## config.mk

```make
export PLATFORM = sky130hd
export DESIGN_NAME = i2c_master_byte_engine_flat
export DESIGN_NICKNAME = d
export VERILOG_FILES = /design/src/design/i2cm_pkg.sv /design/src/design/i2cm_if.sv /design/src/design/i2cm_cfg.sv /design/src/design/i2cm_seq.sv /design/src/design/i2c_master_byte_engine.sv /design/src/flat_wrapper.sv
export SDC_FILE = /design/constraint.sdc
export NUM_CORES = 1
export LEC_CHECK = 0
export ABC_CLOCK_PERIOD_IN_PS = 5100
export BUFFER_PORTS_ARGS = -buffer_cell sky130_fd_sc_hd__buf_2
export CAP_MARGIN = 20
export CORE_MARGIN = 2
export CORE_UTILIZATION = 65
export CTS_BUF_LIST = sky130_fd_sc_hd__clkbuf_4 sky130_fd_sc_hd__clkbuf_8
export DETAILED_ROUTE_END_ITERATION = 6
export GPL_ROUTABILITY_DRIVEN = 0
export GPL_TIMING_DRIVEN = 0
export PLACE_DENSITY = 0.88
export SLEW_MARGIN = 20
export SYNTH_ARGS = -nofsm -noshare
export SYNTH_HDL_FRONTEND = slang
export SYNTH_HIERARCHICAL = 1
export SYNTH_SLANG_ARGS = --single-unit
```

## constraint.sdc

```tcl
create_clock -name clk_i -period 5.1 [get_ports clk_i]
set_clock_uncertainty 0.05 [all_clocks]
set_input_delay 0.51 -clock clk_i [delete_from_list [all_inputs] [get_ports clk_i]]
set_output_delay 0.51 -clock clk_i [all_outputs]
set_load 0.02 [all_outputs]
```

## src/design/i2cm_pkg.sv

```systemverilog
// Package of the I2C master byte engine: types, codes and reset constants.
// Depends on nothing; used by the interfaces, the register file, the sequencer and the top level.
package i2cm_pkg;

  localparam int BYTE_BITS  = 8;
  localparam int BIT_CNT_W  = $clog2(BYTE_BITS + 1);
  localparam int TICK_W     = 8;
  localparam int OP_W       = 3;
  localparam int CFG_IDX_W  = 2;

  localparam logic [TICK_W-1:0] HALF_BIT_RST   = 8'd2;
  localparam logic [TICK_W-1:0] START_STOP_RST = 8'd4;
  localparam logic [TICK_W-1:0] ACK_SETUP_RST  = 8'd1;
  localparam logic [TICK_W-1:0] ACK_TMO_RST    = 8'd250;

  typedef enum logic [OP_W-1:0] {
    OP_NONE  = 3'd0,
    OP_START = 3'd1,
    OP_STOP  = 3'd2,
    OP_WRITE = 3'd3,
    OP_READ  = 3'd4
  } op_e;

  typedef enum logic [CFG_IDX_W-1:0] {
    REG_HALF_BIT   = 2'd0,
    REG_START_STOP = 2'd1,
    REG_ACK_SETUP  = 2'd2,
    REG_ACK_TMO    = 2'd3
  } reg_e;

  typedef enum logic [14:0] {
    PH_IDLE = 15'h0001,
    PH_ST1  = 15'h0002,
    PH_ST2  = 15'h0004,
    PH_SP1  = 15'h0008,
    PH_SP2  = 15'h0010,
    PH_WLO1 = 15'h0020,
    PH_WHI  = 15'h0040,
    PH_WLO2 = 15'h0080,
    PH_A1   = 15'h0100,
    PH_A2   = 15'h0200,
    PH_POLL = 15'h0400,
    PH_RLO  = 15'h0800,
    PH_RHI  = 15'h1000,
    PH_K1   = 15'h2000,
    PH_K2   = 15'h4000
  } phase_e;

  typedef struct packed {
    logic [TICK_W-1:0] half_bit;
    logic [TICK_W-1:0] start_stop;
    logic [TICK_W-1:0] ack_setup;
    logic [TICK_W-1:0] ack_tmo;
  } cfg_t;

  typedef struct packed {
    logic [OP_W-1:0]      op;
    logic [BYTE_BITS-1:0] tx_byte;
    logic                 send_ack;
    logic                 sda_in;
  } cmd_t;

  typedef struct packed {
    logic                 scl_level;
    logic                 sda_level;
    logic                 sda_drive;
    logic                 busy_res;
    logic                 done_res;
    logic [BYTE_BITS-1:0] rx_byte;
    logic                 ack_missing;
  } res_t;

endpackage

```

## src/design/i2cm_if.sv

```systemverilog
// Handshake channels of the I2C master byte engine: command in, line state out.
// Depends on i2cm_pkg for the field widths.
interface i2cm_cmd_if;
  logic                           valid;
  logic                           ready;
  logic [i2cm_pkg::OP_W-1:0]      op;
  logic [i2cm_pkg::BYTE_BITS-1:0] tx_byte;
  logic                           send_ack;
  logic                           sda_in;

  modport source (output valid, op, tx_byte, send_ack, sda_in, input ready);
  modport sink   (input valid, op, tx_byte, send_ack, sda_in, output ready);
endinterface

interface i2cm_res_if;
  logic                           valid;
  logic                           ready;
  logic                           scl_level;
  logic                           sda_level;
  logic                           sda_drive;
  logic                           busy_res;
  logic                           done_res;
  logic [i2cm_pkg::BYTE_BITS-1:0] rx_byte;
  logic                           ack_missing;

  modport source (output valid, scl_level, sda_level, sda_drive, busy_res, done_res,
                  rx_byte, ack_missing, input ready);
  modport sink   (input valid, scl_level, sda_level, sda_drive, busy_res, done_res,
                  rx_byte, ack_missing, output ready);
endinterface

```

## src/design/i2cm_cfg.sv

```systemverilog
// Timing register file of the I2C master byte engine.
// Depends on i2cm_pkg for the register indexes and reset values.
module i2cm_cfg (
  input  logic                             clk_i,
  input  logic                             rst_ni,
  input  logic                             we_i,
  input  logic [i2cm_pkg::CFG_IDX_W-1:0]   idx_i,
  input  logic [i2cm_pkg::TICK_W-1:0]      wdata_i,
  output i2cm_pkg::cfg_t                   cfg_o
);

  i2cm_pkg::cfg_t cfg_q;

  always_ff @(posedge clk_i or negedge rst_ni) begin
    if (!rst_ni) begin
      cfg_q.half_bit   <= i2cm_pkg::HALF_BIT_RST;
      cfg_q.start_stop <= i2cm_pkg::START_STOP_RST;
      cfg_q.ack_setup  <= i2cm_pkg::ACK_SETUP_RST;
      cfg_q.ack_tmo    <= i2cm_pkg::ACK_TMO_RST;
    end else if (we_i) begin
      unique case (i2cm_pkg::reg_e'(idx_i))
        i2cm_pkg::REG_HALF_BIT:   cfg_q.half_bit   <= wdata_i;
        i2cm_pkg::REG_START_STOP: cfg_q.start_stop <= wdata_i;
        i2cm_pkg::REG_ACK_SETUP:  cfg_q.ack_setup  <= wdata_i;
        i2cm_pkg::REG_ACK_TMO:    cfg_q.ack_tmo    <= wdata_i;
        default: ;
      endcase
    end
  end

  assign cfg_o = cfg_q;

endmodule

```

## src/design/i2cm_seq.sv

```systemverilog
// Bus sequencer of the I2C master byte engine: one step per accepted tick.
// Depends on i2cm_pkg for the phase, op and struct types.
module i2cm_seq (
  input  logic           clk_i,
  input  logic           rst_ni,
  input  logic           step_i,
  input  i2cm_pkg::cmd_t cmd_i,
  input  i2cm_pkg::cfg_t cfg_i,
  output i2cm_pkg::res_t res_o
);

  localparam int BCW = i2cm_pkg::BIT_CNT_W;
  localparam int TW  = i2cm_pkg::TICK_W;
  localparam int BB  = i2cm_pkg::BYTE_BITS;

  i2cm_pkg::phase_e phase_q, phase_d;
  logic [BCW-1:0]   bit_cnt_q, bit_cnt_d;
  logic [BB-1:0]    shift_q, shift_d;
  logic [BB-1:0]    rx_q, rx_d;
  logic [TW-1:0]    wait_q, wait_d;
  logic [TW-1:0]    tmo_q, tmo_d;
  logic             scl_q, scl_d;
  logic             sda_q, sda_d;
  logic             drive_q, drive_d;
  logic             nack_q, nack_d;
  logic             ack_lat_q, ack_lat_d;
  logic             done_q, done_d;

  // A timing register written as zero behaves as one.
  function automatic logic [TW-1:0] at_least_one(input logic [TW-1:0] ticks);
    at_least_one = (ticks == '0) ? TW'(1) : ticks;
  endfunction

  always_comb begin
    phase_d   = phase_q;
    bit_cnt_d = bit_cnt_q;
    shift_d   = shift_q;
    rx_d      = rx_q;
    wait_d    = wait_q;
    tmo_d     = tmo_q;
    scl_d     = scl_q;
    sda_d     = sda_q;
    drive_d   = drive_q;
    nack_d    = nack_q;
    ack_lat_d = ack_lat_q;
    done_d    = done_q;
    if (step_i) begin
      done_d = 1'b0;
      if (phase_q == i2cm_pkg::PH_IDLE) begin
        unique case (cmd_i.op)
          i2cm_pkg::OP_START: begin
            drive_d = 1'b1;
            sda_d   = 1'b1;
            scl_d   = 1'b1;
            phase_d = i2cm_pkg::PH_ST1;
            wait_d  = at_least_one(cfg_i.start_stop);
          end
          i2cm_pkg::OP_STOP: begin
            drive_d = 1'b1;
            scl_d   = 1'b0;
            sda_d   = 1'b0;
            phase_d = i2cm_pkg::PH_SP1;
            wait_d  = at_least_one(cfg_i.start_stop);
          end
          i2cm_pkg::OP_WRITE: begin
            drive_d   = 1'b1;
            scl_d     = 1'b0;
            nack_d    = 1'b0;
            bit_cnt_d = '0;
            sda_d     = cmd_i.tx_byte[BB-1];
            shift_d   = {cmd_i.tx_byte[BB-2:0], 1'b0};
            phase_d   = i2cm_pkg::PH_WLO1;
            wait_d    = at_least_one(cfg_i.half_bit);
          end
          i2cm_pkg::OP_READ: begin
            drive_d   = 1'b0;
            scl_d     = 1'b0;
            shift_d   = '0;
            bit_cnt_d = '0;
            ack_lat_d = cmd_i.send_ack;
            phase_d   = i2cm_pkg::PH_RLO;
            wait_d    = at_least_one(cfg_i.half_bit);
          end
          default: ;
        endcase
      end else if (phase_q == i2cm_pkg::PH_POLL) begin
        if (!cmd_i.sda_in) begin
          scl_d   = 1'b0;
          phase_d = i2cm_pkg::PH_IDLE;
          done_d  = 1'b1;
        end else if (tmo_q >= cfg_i.ack_tmo) begin
          // No acknowledge in time: abort the write with a stop condition.
          nack_d  = 1'b1;
          drive_d = 1'b1;
          scl_d   = 1'b0;
          sda_d   = 1'b0;
          phase_d = i2cm_pkg::PH_SP1;
          wait_d  = at_least_one(cfg_i.start_stop);
        end else begin
          tmo_d = tmo_q + TW'(1);
        end
      end else if (wait_q > TW'(1)) begin
        wait_d = wait_q - TW'(1);
      end else begin
        unique case (phase_q)
          i2cm_pkg::PH_ST1: begin
            sda_d   = 1'b0;
            phase_d = i2cm_pkg::PH_ST2;
            wait_d  = at_least_one(cfg_i.start_stop);
          end
          i2cm_pkg::PH_ST2: begin
            scl_d   = 1'b0;
            phase_d = i2cm_pkg::PH_IDLE;
            done_d  = 1'b1;
          end
          i2cm_pkg::PH_SP1: begin
            scl_d   = 1'b1;
            sda_d   = 1'b1;
            phase_d = i2cm_pkg::PH_SP2;
            wait_d  = at_least_one(cfg_i.start_stop);
          end
          i2cm_pkg::PH_SP2: begin
            phase_d = i2cm_pkg::PH_IDLE;
            done_d  = 1'b1;
          end
          i2cm_pkg::PH_WLO1: begin
            scl_d   = 1'b1;
            phase_d = i2cm_pkg::PH_WHI;
            wait_d  = at_least_one(cfg_i.half_bit);
          end
          i2cm_pkg::PH_WHI: begin
            scl_d   = 1'b0;
            phase_d = i2cm_pkg::PH_WLO2;
            wait_d  = at_least_one(cfg_i.half_bit);
          end
          i2cm_pkg::PH_WLO2: begin
            bit_cnt_d = bit_cnt_q + BCW'(1);
            if (bit_cnt_q < BCW'(BB - 1)) begin
              sda_d   = shift_q[BB-1];
              shift_d = {shift_q[BB-2:0], 1'b0};
              phase_d = i2cm_pkg::PH_WLO1;
              wait_d  = at_least_one(cfg_i.half_bit);
            end else begin
              drive_d = 1'b0;
              sda_d   = 1'b1;
              phase_d = i2cm_pkg::PH_A1;
              wait_d  = at_least_one(cfg_i.ack_setup);
            end
          end
          i2cm_pkg::PH_A1: begin
            scl_d   = 1'b1;
            phase_d = i2cm_pkg::PH_A2;
            wait_d  = at_least_one(cfg_i.ack_setup);
          end
          i2cm_pkg::PH_A2: begin
            tmo_d   = '0;
            phase_d = i2cm_pkg::PH_POLL;
          end
          i2cm_pkg::PH_RLO: begin
            scl_d     = 1'b1;
            shift_d   = {shift_q[BB-2:0], cmd_i.sda_in};
            bit_cnt_d = bit_cnt_q + BCW'(1);
            phase_d   = i2cm_pkg::PH_RHI;
            wait_d    = at_least_one(cfg_i.half_bit);
          end
          i2cm_pkg::PH_RHI: begin
            scl_d  = 1'b0;
            wait_d = at_least_one(cfg_i.half_bit);
            if (bit_cnt_q < BCW'(BB)) begin
              phase_d = i2cm_pkg::PH_RLO;
            end else begin
              rx_d    = shift_q;
              drive_d = 1'b1;
              sda_d   = !ack_lat_q;
              phase_d = i2cm_pkg::PH_K1;
            end
          end
          i2cm_pkg::PH_K1: begin
            scl_d   = 1'b1;
            phase_d = i2cm_pkg::PH_K2;
            wait_d  = at_least_one(cfg_i.half_bit);
          end
          i2cm_pkg::PH_K2: begin
            scl_d   = 1'b0;
            phase_d = i2cm_pkg::PH_IDLE;
            done_d  = 1'b1;
          end
          default: phase_d = i2cm_pkg::PH_IDLE;
        endcase
      end
    end
  end

  always_ff @(posedge clk_i or negedge rst_ni) begin
    if (!rst_ni) begin
      phase_q   <= i2cm_pkg::PH_IDLE;
      bit_cnt_q <= '0;
      shift_q   <= '0;
      rx_q      <= '0;
      wait_q    <= '0;
      tmo_q     <= '0;
      scl_q     <= 1'b1;
      sda_q     <= 1'b1;
      drive_q   <= 1'b1;
      nack_q    <= 1'b0;
      ack_lat_q <= 1'b0;
      done_q    <= 1'b0;
    end else begin
      phase_q   <= phase_d;
      bit_cnt_q <= bit_cnt_d;
      shift_q   <= shift_d;
      rx_q      <= rx_d;
      wait_q    <= wait_d;
      tmo_q     <= tmo_d;
      scl_q     <= scl_d;
      sda_q     <= sda_d;
      drive_q   <= drive_d;
      nack_q    <= nack_d;
      ack_lat_q <= ack_lat_d;
      done_q    <= done_d;
    end
  end

  always_comb begin
    res_o.scl_level   = scl_q;
    res_o.sda_level   = sda_q;
    res_o.sda_drive   = drive_q;
    res_o.busy_res    = (phase_q != i2cm_pkg::PH_IDLE);
    res_o.done_res    = done_q;
    res_o.rx_byte     = rx_q;
    res_o.ack_missing = nack_q;
  end

endmodule

```

## src/design/i2c_master_byte_engine.sv

```systemverilog
// Channel   Dir  Payload                                        Handshake
// cmd_i     in   op, tx_byte, send_ack, sda_in                  valid/ready
// res_o     out  scl_level, sda_level, sda_drive, busy_res,     valid/ready
//                done_res, rx_byte, ack_missing
// cfg_*_i   in   cfg_idx_i, cfg_wdata_i                         cfg_we_i
//
// Each accepted word is one bus tick; its result word appears the next cycle.
// The sequencer registers double as the result register, so a new word is taken
// in every cycle in which the result is empty or being taken.
// A stalled result holds the sequencer; the command side then sees ready low.
// Reset is asynchronous and active low and leaves both lines driven high and the sequencer idle.
// Top level of the I2C master byte engine.
// Depends on i2cm_pkg, i2cm_if, i2cm_cfg and i2cm_seq.
module i2c_master_byte_engine (
  input  logic                           clk_i,
  input  logic                           rst_ni,
  i2cm_cmd_if.sink                       cmd_i,
  i2cm_res_if.source                     res_o,
  input  logic                           cfg_we_i,
  input  logic [i2cm_pkg::CFG_IDX_W-1:0] cfg_idx_i,
  input  logic [i2cm_pkg::TICK_W-1:0]    cfg_wdata_i
);

  i2cm_pkg::cfg_t cfg;
  i2cm_pkg::cmd_t cmd;
  i2cm_pkg::res_t res;
  logic           out_valid_q, out_valid_d;
  logic           accept;

  assign cmd_i.ready = !out_valid_q || res_o.ready;
  assign accept      = cmd_i.valid && cmd_i.ready;

  always_comb begin
    cmd.op       = cmd_i.op;
    cmd.tx_byte  = cmd_i.tx_byte;
    cmd.send_ack = cmd_i.send_ack;
    cmd.sda_in   = cmd_i.sda_in;
  end

  i2cm_cfg u_cfg (
    .clk_i   (clk_i),
    .rst_ni  (rst_ni),
    .we_i    (cfg_we_i),
    .idx_i   (cfg_idx_i),
    .wdata_i (cfg_wdata_i),
    .cfg_o   (cfg)
  );

  i2cm_seq u_seq (
    .clk_i  (clk_i),
    .rst_ni (rst_ni),
    .step_i (accept),
    .cmd_i  (cmd),
    .cfg_i  (cfg),
    .res_o  (res)
  );

  always_comb begin
    out_valid_d = out_valid_q;
    if (accept) begin
      out_valid_d = 1'b1;
    end else if (res_o.ready) begin
      out_valid_d = 1'b0;
    end
  end

  always_ff @(posedge clk_i or negedge rst_ni) begin
    if (!rst_ni) begin
      out_valid_q <= 1'b0;
    end else begin
      out_valid_q <= out_valid_d;
    end
  end

  assign res_o.valid       = out_valid_q;
  assign res_o.scl_level   = res.scl_level;
  assign res_o.sda_level   = res.sda_level;
  assign res_o.sda_drive   = res.sda_drive;
  assign res_o.busy_res    = res.busy_res;
  assign res_o.done_res    = res.done_res;
  assign res_o.rx_byte     = res.rx_byte;
  assign res_o.ack_missing = res.ack_missing;

endmodule

```

## src/flat_wrapper.sv

```systemverilog
// flat-port wrapper written by rule: the top's interface ports become plain ports
module i2c_master_byte_engine_flat 
  (clk_i, rst_ni, cfg_we_i, cfg_idx_i, cfg_wdata_i, cmd_i_valid, cmd_i_op, cmd_i_tx_byte, cmd_i_send_ack, cmd_i_sda_in, cmd_i_ready, res_o_valid, res_o_scl_level, res_o_sda_level, res_o_sda_drive, res_o_busy_res, res_o_done_res, res_o_rx_byte, res_o_ack_missing, res_o_ready);
  i2cm_cmd_if cmd_i_i ();
  i2cm_res_if res_o_i ();
  input  logic clk_i;
  input  logic rst_ni;
  input  logic cfg_we_i;
  input  logic [i2cm_pkg::CFG_IDX_W-1:0] cfg_idx_i;
  input  logic [i2cm_pkg::TICK_W-1:0] cfg_wdata_i;
  input wire logic [$bits(cmd_i_i.valid)-1:0] cmd_i_valid;
  input wire logic [$bits(cmd_i_i.op)-1:0] cmd_i_op;
  input wire logic [$bits(cmd_i_i.tx_byte)-1:0] cmd_i_tx_byte;
  input wire logic [$bits(cmd_i_i.send_ack)-1:0] cmd_i_send_ack;
  input wire logic [$bits(cmd_i_i.sda_in)-1:0] cmd_i_sda_in;
  output wire logic [$bits(cmd_i_i.ready)-1:0] cmd_i_ready;
  output wire logic [$bits(res_o_i.valid)-1:0] res_o_valid;
  output wire logic [$bits(res_o_i.scl_level)-1:0] res_o_scl_level;
  output wire logic [$bits(res_o_i.sda_level)-1:0] res_o_sda_level;
  output wire logic [$bits(res_o_i.sda_drive)-1:0] res_o_sda_drive;
  output wire logic [$bits(res_o_i.busy_res)-1:0] res_o_busy_res;
  output wire logic [$bits(res_o_i.done_res)-1:0] res_o_done_res;
  output wire logic [$bits(res_o_i.rx_byte)-1:0] res_o_rx_byte;
  output wire logic [$bits(res_o_i.ack_missing)-1:0] res_o_ack_missing;
  input wire logic [$bits(res_o_i.ready)-1:0] res_o_ready;
  assign cmd_i_i.valid = cmd_i_valid;
  assign cmd_i_i.op = cmd_i_op;
  assign cmd_i_i.tx_byte = cmd_i_tx_byte;
  assign cmd_i_i.send_ack = cmd_i_send_ack;
  assign cmd_i_i.sda_in = cmd_i_sda_in;
  assign cmd_i_ready = cmd_i_i.ready;
  assign res_o_valid = res_o_i.valid;
  assign res_o_scl_level = res_o_i.scl_level;
  assign res_o_sda_level = res_o_i.sda_level;
  assign res_o_sda_drive = res_o_i.sda_drive;
  assign res_o_busy_res = res_o_i.busy_res;
  assign res_o_done_res = res_o_i.done_res;
  assign res_o_rx_byte = res_o_i.rx_byte;
  assign res_o_ack_missing = res_o_i.ack_missing;
  assign res_o_i.ready = res_o_ready;
  i2c_master_byte_engine u_core (.clk_i(clk_i), .rst_ni(rst_ni), .cmd_i(cmd_i_i), .res_o(res_o_i), .cfg_we_i(cfg_we_i), .cfg_idx_i(cfg_idx_i), .cfg_wdata_i(cfg_wdata_i));
endmodule
```

==> flow_metrics.env, run 1 <==
export IMPL_dieArea_sq_mm=0.00911
export IMPL_clk_pin_slew_ns=0.09
export IMPL_cts_resized_gates=0
export IMPL_leakage_nw=2.65
export IMPL_synth_top_area_share_pct=35.5
export IMPL_yosys_cell_count_top_type="dfrtp_1"
export IMPL_ys_warn_count=6
export IMPL_start_kind="flip-flop"
export IMPL_clock_sinks=90
export IMPL_synth_top_family_by_area="simple AND/OR/NAND/NOR gates"
export IMPL_drv_slew=0
export IMPL_r2r_end="u_core/u_seq/phase_q[8]"
export IMPL_num_vias=4818
export IMPL_routed_via_density=6.79
export IMPL_wl_per_cell_um=19.1
export IMPL_nets=640
export IMPL_die_h_um=95.4
export IMPL_seqPwrFrac_pct=45.5
export IMPL_synthTopCellsByCount="77 x dfrtp_1, 57 x nand2_1, 53 x mux2_2, 35 x o21ai_0, 29 x nor2_1"
export IMPL_setup_viol_count_final=0
export IMPL_cts_hold_buf=0
export IMPL_routed_wl_um=13600
export IMPL_min_period_ns=3.24
export IMPL_synthAdderAreaFrac_pct=2.76
export IMPL_dp_cells=694
export IMPL_synth_top_area_cell="dfrtp_1"
export IMPL_synthesis_nets=587
export IMPL_synthMuxAreaShare_pct=11.4
export IMPL_p_comb_share_pct=32.3
export IMPL_crit_type="reg2reg"
export IMPL_placeableCoreArea_sq_mm=0.00818
export IMPL_num_antenna_cells=0
export IMPL_cts_tree="yes"
export IMPL_synth_seq_cells=90
export IMPL_max_freq_mhz=309
export IMPL_netlist_top_cells_area="dfrtp_1 35%, mux2_2 11%, dfstp_2 6.3%, nand2_1 3.9%, o21ai_0 3.2%"
export IMPL_hold_violations=0
export IMPL_drive_gt1_share_pct=28.1
export IMPL_powerDensity_mw_per_mm2=352
export IMPL_synth_compound_area_share_pct=15.6
export IMPL_htreeDepth=3
export IMPL_max_slew_margin_pct=41.4
export IMPL_intPower_mw=1.32
export IMPL_worstMarginPinSlew_ns=0.872
export IMPL_async_flop_share_pct=100
export IMPL_avgSynthCellArea_sq_um=9.93
export IMPL_timing_setup_tns_ns=0
export IMPL_clkPwrFrac_pct=22.2
export IMPL_critPathRequiredTime_ns=5.32
export IMPL_final_cell_count_no_fill=710
export IMPL_holdWs_ns=0.0325
export IMPL_grt_overflow=0
export IMPL_syn_instance_count=547
export IMPL_ys_seq_area_share_pct=41.7
export IMPL_p_sw_share_pct=37.3
export IMPL_drtIter0Drc=634
export IMPL_numCtsBuffers=9
export IMPL_synthToLayoutAreaGrowth_pct=10.3
export IMPL_reg2reg_slack_ns=1.86
export IMPL_worstPathArrival_ns=3.46
export IMPL_ctsLongestPathBuffers=2
export IMPL_end_kind="flip-flop"
export IMPL_grt_util_all_layers_pct=32.2
export IMPL_synth_edff_count=0
export IMPL_row_count=33
export IMPL_grt_start_max_net_pins=60
export IMPL_post_cts_buffers=0
export IMPL_initial_core_util_pct=66.5
export IMPL_dp_hpwl_um=9750
export IMPL_status="complete, no violations"
export IMPL_final_util_pct=73.3
export IMPL_yosys_cell_types_count=72
export IMPL_grt_pass1_vias=4568
export IMPL_antenna_left=0
export IMPL_power_mw=2.11
export IMPL_irDropWorstVdd_mv=0.272
export IMPL_clk_latency_ns=0.36
export IMPL_hold_class="in2async"
export IMPL_mappedNetlistArea_sq_mm=0.00543
export IMPL_switchingPower_mw=0.788
export IMPL_period_share_pct=63.5
export IMPL_die_width_um=95.4
export IMPL_first_pass_iters=6
export IMPL_ys_flop_type="dfrtp_1"
export IMPL_antenna_found_initial=0
export IMPL_synthXorXnorAreaFrac_pct=1.45
export IMPL_root_buffer="clkbuf_8"
export IMPL_port_buffer_count=41
export IMPL_synthSimpleGateAreaFrac_pct=23.5
export IMPL_cap_violations=0
export IMPL_r2r_start="u_core/u_seq/phase_q[8]"
export IMPL_route_detailed_drc=0
export IMPL_grt_first_pass_wirelength_um=22600
export IMPL_r2r_cells=9
export IMPL_grt_setup_unrepaired="no"
export IMPL_critPathMaxFanout=10
export IMPL_boundaryPins=44
## cell type report
type                    count  area [sq um]
clock inverters             4          32.5
well taps                 105           131
inverters                  17          63.8
flip-flops and latches     90          2270
clock buffers              12           159
repair buffers             42           235
fillers                   591          2180
multi-input cells         413          2970
plain buffers              27           134
## through the flow
step	setup slack, ns	cell area (sq um)
floorplan	2.46	5430
global placement	2.12	5770
detailed placement	2.05	5800
CTS	2.01	5990
global route	1.74	5990
finish	1.86	5990
## worst max-delay path, cell delays in order (launching register included)
cell	delay [ns]
dfrtp_1	0.37
clkbuf_1	0.20
nor4_4	0.54
nand4_1	0.32
o21ai_1	0.63
nor2_1	0.17
o21ai_1	0.37
buf_2	0.32
nand2_1	0.07
o21ai_0	0.10
## layer usage
metal / GRT usage [%] / up-vias / part of all wire [%]
li1: - / 2154 / -
met1: 44.4 / 2283 / 40
met2: 50.5 / 304 / 47
met3: 6.96 / 77 / 9.3
met4: 11.5 / 0 / 3.8
met5: 0 / - / 0
## layout by cell type, fill, tap and decap left out, types with 7 or more instances in the layout
master / count
nand4b_1: 7
inv_1: 17
nand3_1: 23
o31ai_1: 10
o21ai_0: 35
nor4_1: 8
a21oi_1: 20
nand2_1: 57
nor2_1: 29
ha_1: 12
a211oi_1: 7
mux2_2: 53
nor3_1: 16
clkbuf_1: 11
clkbuf_8: 11
xnor2_1: 8
a31oi_1: 7
dfstp_2: 13
dfrtp_1: 77
buf_2: 49
nand4_1: 13
## power by group through the flow
stage	Sequential (mW)	Clock (mW)	Combinational [mW]
after floorplan	0.931	0	0.500
after global placement	0.960	0	0.627
after detailed placement	0.968	0	0.649
after CTS	0.955	0.479	0.659
after global routing	0.972	0.514	0.748
final	0.959	0.469	0.682
## kinds of logic after synthesis
family	count (synthesis)
flops	90
compound gates	126
fa+ha+maj	12
xor+xnor	9
simple gates	211
mux	55
buf+inv	44
## state kept, by name, summed over array words and instances (netlist names)
register	cells
u_core/res_o.valid	1
u_core/u_cfg/cfg_o	32
u_core/u_seq/ack_lat_q	1
u_core/u_seq/bit_cnt_q	4
u_core/u_seq/done_q	1
u_core/u_seq/drive_q	1
u_core/u_seq/nack_q	1
u_core/u_seq/phase_q	15
u_core/u_seq/rx_q	8
u_core/u_seq/scl_q	1
u_core/u_seq/sda_q	1
u_core/u_seq/shift_q	8
u_core/u_seq/tmo_q	8
u_core/u_seq/wait_q	8
## worst max-delay path by stage
| stage | start | end | slack (ns) | cells after the start |
|---|---|---|---|---|
| global route | u_core/u_seq/phase_q[8] | u_core/u_seq/phase_q[8] | 1.74 | 9 |
| floorplan | u_core/u_seq/wait_q[4] | u_core/u_seq/shift_q[1] | 2.46 | 7 |
| CTS | u_core/u_seq/phase_q[8] | u_core/u_seq/phase_q[8] | 2.01 | 9 |
| global placement | u_core/u_seq/phase_q[8] | u_core/u_seq/phase_q[4] | 2.12 | 8 |
| detailed placement | u_core/u_seq/phase_q[8] | u_core/u_seq/phase_q[8] | 2.05 | 9 |
| finish | u_core/u_seq/phase_q[8] | u_core/u_seq/phase_q[8] | 1.86 | 9 |
Note: power is estimated with default switching activity, not from simulation.
==> inputs of run 2 (changes only) <==
--- a/config.mk
+++ b/config.mk
@@ -5,16 +5,16 @@
 export SDC_FILE = /design/constraint.sdc
 export NUM_CORES = 1
 export LEC_CHECK = 0
-export ABC_CLOCK_PERIOD_IN_PS = 5100
+export ABC_CLOCK_PERIOD_IN_PS = 3050
 export BUFFER_PORTS_ARGS = -buffer_cell sky130_fd_sc_hd__buf_2
 export CAP_MARGIN = 20
 export CORE_MARGIN = 2
-export CORE_UTILIZATION = 65
+export CORE_UTILIZATION = 62
 export CTS_BUF_LIST = sky130_fd_sc_hd__clkbuf_4 sky130_fd_sc_hd__clkbuf_8
 export DETAILED_ROUTE_END_ITERATION = 6
 export GPL_ROUTABILITY_DRIVEN = 0
 export GPL_TIMING_DRIVEN = 0
-export PLACE_DENSITY = 0.88
+export PLACE_DENSITY = 0.84
 export SLEW_MARGIN = 20
 export SYNTH_ARGS = -nofsm -noshare
 export SYNTH_HDL_FRONTEND = slang
==> constraint.sdc (replaced) <==
create_clock -name clk_i -period 3.05 [get_ports clk_i]
set_clock_uncertainty 0.05 [all_clocks]
set_input_delay 0.305 -clock clk_i [delete_from_list [all_inputs] [get_ports clk_i]]
set_output_delay 0.305 -clock clk_i [all_outputs]
set_load 0.02 [all_outputs]
==> flow_metrics.env, run 2 (synthesis results as in run 1) <==
export IMPL_critPathMaxFanout=9
export IMPL_powerDensity_mw_per_mm2=597
export IMPL_final_common_cell="dfrtp_1"
export IMPL_first_pass_iters=6
export IMPL_antenna_left=0
export IMPL_grt_setup_unrepaired="no"
export IMPL_power_mw=3.64
export IMPL_drv_slew=0
export IMPL_max_freq_mhz=343
export IMPL_design_area_sq_mm=0.00609
export IMPL_drive_gt1_share_pct=29.8
export IMPL_row_count=34
export IMPL_timing_setup_tns_ns=0
export IMPL_cap_violations=0
export IMPL_boundaryPins=44
export IMPL_cpPeakStageDelay_ns=0.56
export IMPL_min_delay_path_depth=2
export IMPL_htreeDepth=3
export IMPL_route_detailed_drc=0
export IMPL_grt_start_max_net_pins=62
export IMPL_r2r_cells=7
export IMPL_p_comb_share_pct=32.5
export IMPL_die_h_um=97.6
export IMPL_r2r_start="u_core/u_seq/wait_q[2]"
export IMPL_final_util_pct=70.8
export IMPL_die_width_um=97.6
export IMPL_wl_per_cell_um=18.9
export IMPL_max_slew_margin_pct=58.3
export IMPL_critPathRequiredTime_ns=3.25
export IMPL_p_sw_share_pct=37.0
export IMPL_worstMarginPinSlew_ns=0.626
export IMPL_period_share_pct=95.6
export IMPL_ctsLongestPathBuffers=2
export IMPL_irDropWorstVdd_mv=0.398
export IMPL_routed_wl_um=13500
export IMPL_dieArea_sq_mm=0.00953
export IMPL_cts_tree="yes"
export IMPL_port_buffer_count=41
export IMPL_numCtsBuffers=9
export IMPL_min_period_ns=2.92
export IMPL_holdPathEnd="u_core/res_o.valid"
export IMPL_dp_hpwl_um=9860
export IMPL_slowest_stage="or4_4"
export IMPL_cp_cell_sequence="or4_4, or4_1, clkbuf_2, o21ai_2, o211ai_4, a21boi_4, mux2_2"
export IMPL_root_buffer="clkbuf_8"
export IMPL_mostFrequentLayoutCells="77 x dfrtp_1, 57 x nand2_1, 53 x mux2_2"
export IMPL_switchingPower_mw=1.35
export IMPL_initial_core_util_pct=63.2
export IMPL_clk_latency_ns=0.37
export IMPL_hold_class="in2reg"
export IMPL_leakage_nw=2.67
export IMPL_largest_reg_flops=32
export IMPL_intPower_mw=2.29
export IMPL_clkPwrFrac_pct=23.3
export IMPL_r2r_end="u_core/u_seq/shift_q[2]"
export IMPL_grt_pass1_vias=4519
export IMPL_num_antenna_cells=0
export IMPL_end_kind="flip-flop"
export IMPL_status="complete, no violations"
export IMPL_num_vias=4769
export IMPL_placeableCoreArea_sq_mm=0.00859
export IMPL_dpl_instance_area_sq_mm=0.00580
export IMPL_routed_via_density=6.67
export IMPL_hold_start="cmd_i_valid"
export IMPL_grt_overflow=0
export IMPL_reg2reg_slack_ns=0.13
export IMPL_antenna_found_initial=0
export IMPL_grt_util_all_layers_pct=28.8
export IMPL_drtIter0Drc=546
export IMPL_crit_type="reg2reg"
export IMPL_setup_viol_count_final=0
export IMPL_synthToLayoutAreaGrowth_pct=12.0
export IMPL_seqPwrFrac_pct=44.2
export IMPL_worstPathArrival_ns=3.11
export IMPL_clk_pin_slew_ns=0.08
export IMPL_clock_sinks=90
export IMPL_hold_violations=0
export IMPL_grt_first_pass_wirelength_um=22300
export IMPL_nets=642
export IMPL_start_kind="flip-flop"
## run 2: changes by cell type in the layout (fill, tap and decap cells not counted), moves of 2 or more
| cell | previous run | this run |
|---|---|---|
| nor3_1 | 16 | 13 |
| nor4b_2 | 0 | 2 |
| nor4b_1 | 4 | 2 |
| buf_4 | 6 | 8 |
| nor3_2 | 0 | 2 |
## run 2: worst max-delay path: cells and delay by family (launching register included)
family / cells / cell delay (ns)
mux: 1 / 0.38
simple gates: 2 / 1.03
flops: 1 / 0.46
compound gates: 3 / 0.68
buf+inv: 1 / 0.20
## run 2: final cells by class
| type | count | area, sq um |
|---|---|---|
| sequential | 90 | 2270 |
| clock inverter | 5 | 61.3 |
| clock buffer | 11 | 145 |
| fill | 636 | 2510 |
| inverter | 17 | 63.8 |
| tap | 108 | 135 |
| multi-input combinational | 413 | 3020 |
| buffer | 26 | 130 |
| timing repair buffer | 45 | 260 |
## run 2: metal layers
layer	wire length, um	track usage, %
met3	1210	5.90
met4	313	8.44
met2	6280	45.7
met1	5670	40.3
met5	0	0
## run 2: repair_timing
action                                  CTS  global route
endpoints found under the hold margin    26             0
gates resized for setup                   3             9
pin swaps                                 0             1
buffers inserted                          0             2
endpoints found under the setup margin    7            30
hold buffers                              1             0
## run 2: how the worst max path moves through the flow
stage | start | end | slack, ns
finish | u_core/u_seq/wait_q[2] | u_core/u_seq/shift_q[2] | 0.13
CTS | u_core/u_seq/phase_q[8] | u_core/u_seq/wait_q[4] | 0.03
global placement | u_core/u_seq/phase_q[8] | u_core/u_seq/wait_q[3] | 0.04
floorplan | u_core/u_seq/wait_q[4] | u_core/u_seq/shift_q[1] | 0.41
detailed placement | u_core/u_seq/phase_q[8] | u_core/u_seq/wait_q[4] | -0.03
global route | u_core/u_seq/wait_q[2] | u_core/u_seq/shift_q[2] | 0.01
## run 2: through the flow
step                std cells  setup WS (ns)  hold WS, ns
floorplan                 547          0.413      -0.0406
global placement          696         0.0407        0.420
detailed placement        697        -0.0302        0.217
CTS                       714         0.0349       0.0906
global route              715        0.00986       0.0996
finish                    715          0.134       0.0944
## run 2: power by group through the flow
stage / combinational (mW) / sequential [mW] / clock, mW
after floorplan: 0.836 / 1.56 / 0
final: 1.18 / 1.61 / 0.848
after global routing: 1.29 / 1.64 / 0.909
after detailed placement: 1.10 / 1.62 / 0
after CTS: 1.11 / 1.60 / 0.860
after global placement: 1.05 / 1.60 / 0
==> inputs of run 3 (changes only) <==
--- a/config.mk
+++ b/config.mk
@@ -5,16 +5,17 @@
 export SDC_FILE = /design/constraint.sdc
 export NUM_CORES = 1
 export LEC_CHECK = 0
+export ABC_AREA = 1
 export ABC_CLOCK_PERIOD_IN_PS = 3050
 export BUFFER_PORTS_ARGS = -buffer_cell sky130_fd_sc_hd__buf_2
 export CAP_MARGIN = 20
 export CORE_MARGIN = 2
-export CORE_UTILIZATION = 62
+export CORE_UTILIZATION = 63
 export CTS_BUF_LIST = sky130_fd_sc_hd__clkbuf_4 sky130_fd_sc_hd__clkbuf_8
 export DETAILED_ROUTE_END_ITERATION = 6
 export GPL_ROUTABILITY_DRIVEN = 0
 export GPL_TIMING_DRIVEN = 0
-export PLACE_DENSITY = 0.84
+export PLACE_DENSITY = 0.85
 export SLEW_MARGIN = 20
 export SYNTH_ARGS = -nofsm -noshare
 export SYNTH_HDL_FRONTEND = slang
==> flow_metrics.env, run 3 <==
export IMPL_row_count=34
export IMPL_intPower_mw=2.27
export IMPL_min_period_ns=2.44
export IMPL_grt_overflow=0
export IMPL_root_buffer="clkbuf_8"
export IMPL_boundaryPins=44
export IMPL_end_kind="flip-flop"
export IMPL_worstPathArrival_ns=2.69
export IMPL_yosys_cell_count_top_type="nand2_1"
export IMPL_drtIter0Drc=579
export IMPL_synthesis_nets=793
export IMPL_avgSynthCellArea_sq_um=7.61
export IMPL_yosys_cell_types_count=48
export IMPL_nFillCells=722
export IMPL_num_antenna_cells=0
export IMPL_htreeDepth=3
export IMPL_drive_gt1_share_pct=19.6
export IMPL_max_freq_mhz=410
export IMPL_netlist_top_cells_area="dfrtp_1 34%, nand2_1 14%, dfstp_2 6.0%, inv_1 5.1%, nand3_1 4.0%"
export IMPL_clk_pin_slew_ns=0.09
export IMPL_port_buffer_count=42
export IMPL_initial_core_util_pct=65.3
export IMPL_clk_latency_ns=0.37
export IMPL_grt_start_max_net_pins=62
export IMPL_final_common_cell="nand2_1"
export IMPL_mappedNetlistArea_sq_mm=0.00573
export IMPL_dieArea_sq_mm=0.00987
export IMPL_p_sw_share_pct=40.0
export IMPL_ys_warn_count=6
export IMPL_leakage_nw=3.22
export IMPL_die_h_um=99.3
export IMPL_async_flop_share_pct=100
export IMPL_mostFrequentLayoutCells="219 x nand2_1, 78 x inv_1, 77 x dfrtp_1"
export IMPL_routed_wl_um=14200
export IMPL_synth_top_area_share_pct=33.6
export IMPL_switchingPower_mw=1.52
export IMPL_status="complete, no violations"
export IMPL_syn_instance_count=753
export IMPL_synthTopCellsByCount="219 x nand2_1, 78 x inv_1, 77 x dfrtp_1, 57 x nor2_1, 46 x nand3_1"
export IMPL_p_comb_share_pct=36.1
export IMPL_clkPwrFrac_pct=22.7
export IMPL_final_cell_count_no_fill=921
export IMPL_irDropWorstVdd_mv=0.283
export IMPL_num_vias=5341
export IMPL_worstMarginPinSlew_ns=0.770
export IMPL_synth_seq_cells=90
export IMPL_grt_setup_unrepaired="no"
export IMPL_synth_edff_count=0
export IMPL_power_mw=3.79
export IMPL_dp_cells=904
export IMPL_grt_pass1_vias=4981
export IMPL_dp_hpwl_um=10700
export IMPL_antenna_left=0
export IMPL_grt_util_all_layers_pct=29.9
export IMPL_holdWs_ns=0.0962
export IMPL_fin_ws_ns=0.612
export IMPL_synth_top_area_cell="dfrtp_1"
export IMPL_nets=848
export IMPL_crit_type="reg2reg"
export IMPL_ys_seq_area_share_pct=39.6
export IMPL_cts_tree="yes"
export IMPL_numCtsBuffers=9
export IMPL_routed_via_density=5.80
export IMPL_antenna_found_initial=0
export IMPL_setup_viol_count_final=0
export IMPL_wl_per_cell_um=15.5
export IMPL_critPathMaxFanout=10
export IMPL_critPathRequiredTime_ns=3.30
export IMPL_die_width_um=99.3
export IMPL_cap_violations=0
export IMPL_largest_reg_flops=32
export IMPL_first_pass_iters=5
export IMPL_placeableCoreArea_sq_mm=0.00876
export IMPL_drv_slew=0
export IMPL_hold_class="in2reg"
export IMPL_grt_first_pass_wirelength_um=23800
export IMPL_route_detailed_drc=0
export IMPL_period_share_pct=79.9
export IMPL_start_kind="flip-flop"
export IMPL_synthToLayoutAreaGrowth_pct=10.4
export IMPL_powerDensity_mw_per_mm2=599
export IMPL_hold_violations=0
export IMPL_clock_sinks=90
export IMPL_timing_setup_tns_ns=0
export IMPL_max_slew_margin_pct=48.7
export IMPL_seqPwrFrac_pct=41.2
export IMPL_ys_flop_type="dfrtp_1"
export IMPL_pre_cts_ws_ns=0.657
export IMPL_ctsLongestPathBuffers=2
## run 3: cell count changes after synthesis, sizes merged, moves of 19 or more
cell	change
nand2	+178
inv	+68
mux2	-53
nor2	+44
nand3	+27
a21oi	+21
nand4	+19
## run 3: final cells by class
type / count / area, sq um / share of cell area, %
multi-input combinational: 554 / 2910 / 46.1
sequential: 90 / 2270 / 35.9
inverter: 88 / 362 / 5.72
timing repair buffer: 44 / 250 / 3.96
buffer: 21 / 184 / 2.91
clock buffer: 10 / 138 / 2.18
tap: 108 / 135 / 2.14
clock inverter: 6 / 72.6 / 1.15
## run 3: worst max-delay path, cell delays in order (launching register included)
cell	delay [ns]
dfstp_2	0.55
inv_1	0.05
ha_1	0.28
nand2_1	0.07
nor2_1	0.14
nand4_1	0.09
nand3_1	0.23
inv_1	0.11
o21ai_0	0.30
nand3_4	0.20
inv_2	0.15
o21ai_1	0.09
nand2_1	0.06
## run 3: logic make-up (layout without fill, tap and decap cells)
group / after synthesis / in the layout / share of synthesized area (%)
flip-flops: 90 / 90 / 39.6
XOR/XNOR: 9 / 9 / 1.38
adder cells (fa/ha/maj): 12 / 12 / 2.62
buffers and inverters: 109 / 169 / 9.53
AO/OA/AOI/OAI: 123 / 123 / 12.9
AND/OR/NAND/NOR: 410 / 410 / 34.0
## run 3: timing repair
action                    4_1_cts  5_1_grt
hold buffers                    1        0
buffers inserted                0        0
gates resized for setup         0        0
hold endpoints to repair       28        0
## run 3: power by group through the flow
stage / Combinational (mW) / Sequential (mW) / Clock (mW)
2_1_floorplan: 1.04 / 1.53 / 0
3_3_place_gp: 1.28 / 1.56 / 0
3_5_place_dp: 1.33 / 1.58 / 0
4_1_cts: 1.35 / 1.55 / 0.873
5_1_grt: 1.53 / 1.58 / 0.919
6_report: 1.37 / 1.56 / 0.858
## run 3: per-stage QoR
stage,area (sq um),utilization [%]
4_1_cts,6320,72.1
6_report,6320,72.1
3_5_place_dp,6100,69.6
3_3_place_gp,6070,69.3
2_1_floorplan,5730,-
5_1_grt,6320,72.1
## run 3: path summary, 6_finish.rpt
kind | to | cells past startpoint | slack, ns | startpoint
min in group asynchronous | u_core/u_seq/phase_q[5] | 2 | 0.36 | rst_ni
worst min-delay path | u_core/res_o.valid | 3 | 0.1 | cmd_i_valid
worst min register to register | u_core/u_cfg/cfg_o[8] | 2 | 0.42 | u_core/u_cfg/cfg_o[8]
max in group asynchronous | u_core/u_cfg/cfg_o[25] | 3 | 1.91 | rst_ni
worst max-delay path | u_core/u_seq/wait_q[1] | 12 | 0.61 | u_core/u_cfg/cfg_o[7]
worst max register to register | u_core/u_seq/wait_q[1] | 12 | 0.61 | u_core/u_cfg/cfg_o[7]
## run 3: per-layer routing
metal | global-route usage [%] | share of wire (%) | wire (um) | vias to the layer above
li1 | - | - | - | 2584
met1 | 40.3 | 42 | 5940 | 2437
met2 | 49.4 | 48 | 6860 | 272
met3 | 5.41 | 7.6 | 1080 | 48
met4 | 9.27 | 2.5 | 358 | 0
met5 | 0 | 0 | 0 | -
